## config.mk

```make
export PLATFORM = sky130hd
export DESIGN_NAME = cmca_ctrl
export DESIGN_NICKNAME = d
export VERILOG_FILES = /design/src/rtl/cmca_pkg.sv /design/src/rtl/cmca_ctrl.sv
export SDC_FILE = /design/constraint.sdc
export NUM_CORES = 1
export LEC_CHECK = 0
export ABC_AREA = 0
export BUFFER_PORTS_ARGS = -buffer_cell sky130_fd_sc_hd__buf_2
export CAP_MARGIN = 20
export CORE_AREA = 5 5 42 44
export CTS_CLUSTER_DIAMETER = 100
export DETAILED_ROUTE_END_ITERATION = 7
export DIE_AREA = 0 0 47 49
export HOLD_SLACK_MARGIN = 0.1
export PLACE_DENSITY_LB_ADDON = 0.25
export SLEW_MARGIN = 20
export SYNTH_ARGS = -nofsm -noshare
export SYNTH_HDL_FRONTEND = slang
export SYNTH_SLANG_ARGS = --single-unit
```

## constraint.sdc

```tcl
create_clock -name clk -period 1.17 [get_ports clk]
set_input_delay 0.117 -clock clk [delete_from_list [all_inputs] [get_ports clk]]
set_output_delay 0.117 -clock clk [all_outputs]
set_load 0.005 [all_outputs]
```

## src/rtl/cmca_pkg.sv

```systemverilog
// Package: shared types, codes and sizes of the collision map conflict analyzer.
`default_nettype none
package cmca_pkg;

    localparam int DEF_MAX_ROWS    = 64;
    localparam int DEF_MAX_COLUMNS = 64;
    localparam int ROW_W           = 64;
    localparam int CFG_W           = 7;
    localparam int OUT_W           = 48;

    typedef enum logic [3:0] {
        ST_LOAD,
        ST_SETUP,
        ST_PROBE,
        ST_CHECK,
        ST_CINIT,
        ST_CSUM,
        ST_CDRAIN,
        ST_RESULT
    } cmca_state_t;

    typedef enum logic [1:0] {
        SPH_MID,
        SPH_UP,
        SPH_DN
    } srch_phase_t;

    typedef enum logic [1:0] {
        BLK_FIRST     = 2'd0,
        BLK_SECOND    = 2'd1,
        BLK_UNDECIDED = 2'd2
    } blk_choice_t;

    typedef struct packed {
        logic accept;
        logic setup;
        logic col_init;
        logic issue;
        logic advance;
        logic capture;
        logic sweep;
        logic result;
    } cmca_cmd_t;

    typedef struct packed {
        logic last_row;
        logic row_any;
        logic col_any;
        logic col_side;
        logic cand_ok;
        logic hit;
        logic sweep_last;
        logic out_free;
    } cmca_sts_t;

endpackage
`default_nettype wire

```

## src/rtl/cmca_ctrl.sv

```systemverilog
// Controller: sequences loading, centre searches, column sweep and result hand-off.
`default_nettype none
module cmca_ctrl
    import cmca_pkg::*;
(
    input  wire logic      clk,
    input  wire logic      rst_n,
    input  wire logic      s_tvalid,
    output logic           s_tready,
    input  wire cmca_sts_t sts,
    output cmca_cmd_t      cmd
);

    cmca_state_t state_reg;
    cmca_state_t state_next;

    always_ff @(posedge clk or negedge rst_n)
    begin
        if (!rst_n)
        begin
            state_reg <= ST_LOAD;
        end
        else
        begin
            state_reg <= state_next;
        end
    end

    always_comb
    begin
        state_next = state_reg;
        case (state_reg)
            ST_LOAD:
            begin
                if (s_tvalid && sts.last_row)
                begin
                    state_next = ST_SETUP;
                end
            end
            ST_SETUP:
            begin
                state_next = sts.row_any ? ST_PROBE : ST_CINIT;
            end
            ST_PROBE:
            begin
                if (sts.cand_ok)
                begin
                    state_next = ST_CHECK;
                end
            end
            ST_CHECK:
            begin
                if (!sts.hit)
                begin
                    state_next = ST_PROBE;
                end
                else if (sts.col_side)
                begin
                    state_next = ST_CSUM;
                end
                else
                begin
                    state_next = ST_CINIT;
                end
            end
            ST_CINIT:
            begin
                state_next = sts.col_any ? ST_PROBE : ST_RESULT;
            end
            ST_CSUM:
            begin
                if (sts.sweep_last)
                begin
                    state_next = ST_CDRAIN;
                end
            end
            ST_CDRAIN:
            begin
                state_next = ST_RESULT;
            end
            ST_RESULT:
            begin
                if (sts.out_free)
                begin
                    state_next = ST_LOAD;
                end
            end
            default:
            begin
                state_next = ST_LOAD;
            end
        endcase
    end

    always_comb
    begin
        cmd      = '0;
        s_tready = 1'b0;
        case (state_reg)
            ST_LOAD:
            begin
                s_tready   = 1'b1;
                cmd.accept = s_tvalid;
            end
            ST_SETUP:
            begin
                cmd.setup = 1'b1;
            end
            ST_PROBE:
            begin
                cmd.issue   = sts.cand_ok;
                cmd.advance = !sts.cand_ok;
            end
            ST_CHECK:
            begin
                cmd.capture = sts.hit;
                cmd.advance = !sts.hit;
            end
            ST_CINIT:
            begin
                cmd.col_init = 1'b1;
            end
            ST_CSUM:
            begin
                cmd.sweep = 1'b1;
            end
            ST_CDRAIN:
            begin
                cmd = '0;
            end
            ST_RESULT:
            begin
                cmd.result = sts.out_free;
            end
            default:
            begin
                cmd = '0;
            end
        endcase
    end

endmodule
`default_nettype wire

```

==> results.sh <==
export IMPL_p_leak_uw=0.000299
export IMPL_synth_most_common_cell="nand2_1"
export IMPL_yosysUniqueCellTypes=22
export IMPL_cts_clk_slew_worst_paths_ns=0.04
export IMPL_ys_seq_area_frac=0.243
export IMPL_postRouteAntennaNets=0
export IMPL_power_uw=1500
export IMPL_cts_tree="done"
export IMPL_h_tree_depth=1
export IMPL_post_place_ws_ns=-0.125
export IMPL_drive_gt1_frac=0.643
export IMPL_avgSynthCellArea_um2=7.92
export IMPL_fmax_ghz=0.735
export IMPL_grt_usage=0.100
export IMPL_setup_worst_path_start_class="register"
export IMPL_synth_top_area_frac=0.243
export IMPL_setup_slack_ns=-0.190
export IMPL_syn_area_um2=309
export IMPL_totalWireLength_mm=1.02
export IMPL_fin_nets=82
export IMPL_ys_flop_type="dfrtp_1"
export IMPL_die_width_um=47
export IMPL_crit_fanout=3
export IMPL_core_mm2=0.00140
export IMPL_cts_buffers=3
export IMPL_gr_total_overflow=0
export IMPL_failed_checks="negative setup slack"
export IMPL_largest_reg_flops=3
export IMPL_num_vias=394
export IMPL_start_util=0.221
export IMPL_grt_max_degree=12
export IMPL_critPathMaxStageDelay_ns=0.40
export IMPL_maxSlewViolCount=0
export IMPL_cts_buffer_depth=2
export IMPL_ys_ff_latch=3
export IMPL_yosys_warnings=0
export IMPL_ys_top_cells_by_count="nand2_1, a21oi_1, and2_1, buf_2, dfrtp_1"
export IMPL_gp_congestion=0.693
export IMPL_hold_class="input port to register"
export IMPL_pin_count=20
export IMPL_setup_violations=11
export IMPL_synthToLayoutAreaGrowth_pct=93.5
export IMPL_powerDensity_mw_per_mm2=2510
export IMPL_crit_chain="buf_4 -> a211o_1 -> a2bb2oi_2 -> mux2_4"
export IMPL_remaining_drc_errors=0
export IMPL_critPathArrivalTime_ns=1.47
export IMPL_diodes=0
export IMPL_syn_nets=50
export IMPL_dp_hpwl_um=783
export IMPL_drtPass1Iterations=4
export IMPL_dr_first_iter_drc_count=4
export IMPL_grt_pass1_vias=424
export IMPL_ir_drop_uv=995
export IMPL_clock_sinks=3
export IMPL_rsz0062_at_grt="yes"
export IMPL_antenna_found_initial=0
export IMPL_cpMaxStageDelayCell="dfrtp_1"
export IMPL_critPathBufInv=1
export IMPL_dieHeight_um=49
export IMPL_syn_inst=39
export IMPL_finalHoldViolCount=0
export IMPL_grt_pass1_wl_mm=1.67
export IMPL_whs_ns=0.193
export IMPL_fin_crit_ns=1.36
export IMPL_critPathKind="register to register"
export IMPL_viasPerCell=4.58
export IMPL_worst_slew_pin_transition_ns=0.182
export IMPL_worstSetupEndpointType="register"
export IMPL_root_buffer="clkbuf_4"
export IMPL_portBuffers=19
export IMPL_row_count=14
export IMPL_wl_per_cell_um=11.8
export IMPL_clock_skew_ns=0.00169
export IMPL_crit_family="flip-flops"
export IMPL_die_area_mm2=0.00230
export IMPL_min_period_over_period=1.16
export IMPL_drv_cap=0
export IMPL_yosys_top_cells_area="dfrtp_1, and2_1, and3b_1"
export IMPL_async_flop_share=1.00
export IMPL_synth_area_leader_cell="dfrtp_1"
export IMPL_cp_required_ns=1.28
export IMPL_outcome="finished, violations left"
export IMPL_synth_edff_count=0
export IMPL_clk_latency_ns=0.23
export IMPL_slew_headroom=0.878
==> metal layers <==
metal | vias up | global-route usage | share of wire | wire [µm]
met5 | - | 0 | 0 | 0
met2 | 14 | 0.149 | 0.48 | 489
li1 | 203 | - | - | -
met1 | 177 | 0.123 | 0.45 | 459
met3 | 0 | 0.00738 | 0.065 | 66
met4 | 0 | 0.0829 | 0 | 0
==> power by group <==
part	switching (µW)	total (µW)	internal, µW
sequential	62.4	226	164
clock	51.0	179	128
combinational	481	1100	616
==> kinds of logic (layout without fill, tap and decap cells) <==
group | Yosys count | in the layout | synth area share
and+or+nand+nor | 18 | 18 | 0.332
AOI/OAI and AO/OA | 12 | 12 | 0.259
muxes | 3 | 3 | 0.117
DFF | 3 | 3 | 0.243
buffers and inverters | 3 | 34 | 0.0486
==> stage by stage <==
step                      instance area, µm²   util  cells  setup TNS (ns)
after floorplan                          315      -     39         -0.0592
after CTS                                543  0.388     84           -1.22
after global placement                   468  0.334     78          -0.100
after global routing                     598  0.427     86           -1.75
after detailed placement                 468  0.334     78          -0.152
final                                    598  0.427     86           -1.05
==> cells in the final DEF, fill, tap and decap left out <==
cell type / Yosys / final
a211o_1: 1 / 1
a211oi_1: 1 / 1
a21boi_0: 1 / 1
a21oi_1: 3 / 3
a2bb2oi_2: 0 / 1
and2_1: 3 / 3
and3b_1: 2 / 2
buf_2: 3 / 19
buf_4: 0 / 7
buf_6: 0 / 3
clkbuf_1: 0 / 1
clkbuf_4: 0 / 3
dfrtp_1: 3 / 2
dfrtp_2: 0 / 1
dlygate4sd3_1: 0 / 1
mux2_4: 1 / 2
mux2i_4: 0 / 1
nand2_1: 4 / 2
nand2_2: 0 / 1
nand2_4: 0 / 1
nand2b_1: 1 / 1
nor2_1: 2 / 1
nor2_2: 0 / 1
nor2b_4: 0 / 2
nor3_1: 2 / 1
nor3_2: 0 / 1
nor3b_2: 0 / 2
o21a_1: 1 / 1
o21ai_1: 2 / 2
o22ai_1: 1 / 1
o2bb2ai_1: 1 / 1
==> worst min-delay path, cell delays in order <==
cell and delay [ns]:
buf_2 0.08, a21boi_0 0.07, o21ai_1 0.12
==> cell type report <==
type / count / area [µm²]
Fill cell: 158 / 803
Tap cell: 16 / 20.0
Clock buffer: 4 / 26.3
Multi-Input combinational cell: 33 / 284
Sequential cell: 3 / 76.3
Timing Repair Buffer: 30 / 191
==> timing repair <==
item	in CTS	in global routing
setup endpoints to repair	10	11
hold buffers	1	0
cloned	0	0
endpoints found under the hold margin	3	0
setup buffers	1	2
resized for setup	9	9
==> final timing paths <==
| path | start | end | slack, ns | cells after the start |
|---|---|---|---|---|
| worst max-delay path | state_reg[0] | state_reg[1] | -0.19 | 4 |
| worst min-delay path | sts[4] | state_reg[0] | 0.19 | 3 |
| worst max register to register | state_reg[0] | state_reg[1] | -0.19 | 4 |
| worst min register to register | state_reg[1] | state_reg[1] | 0.69 | 2 |
| max in group asynchronous | rst_n | state_reg[1] | 0.84 | 2 |
| min in group asynchronous | rst_n | state_reg[2] | 0.21 | 2 |
Power figures use the tool's default switching activity.
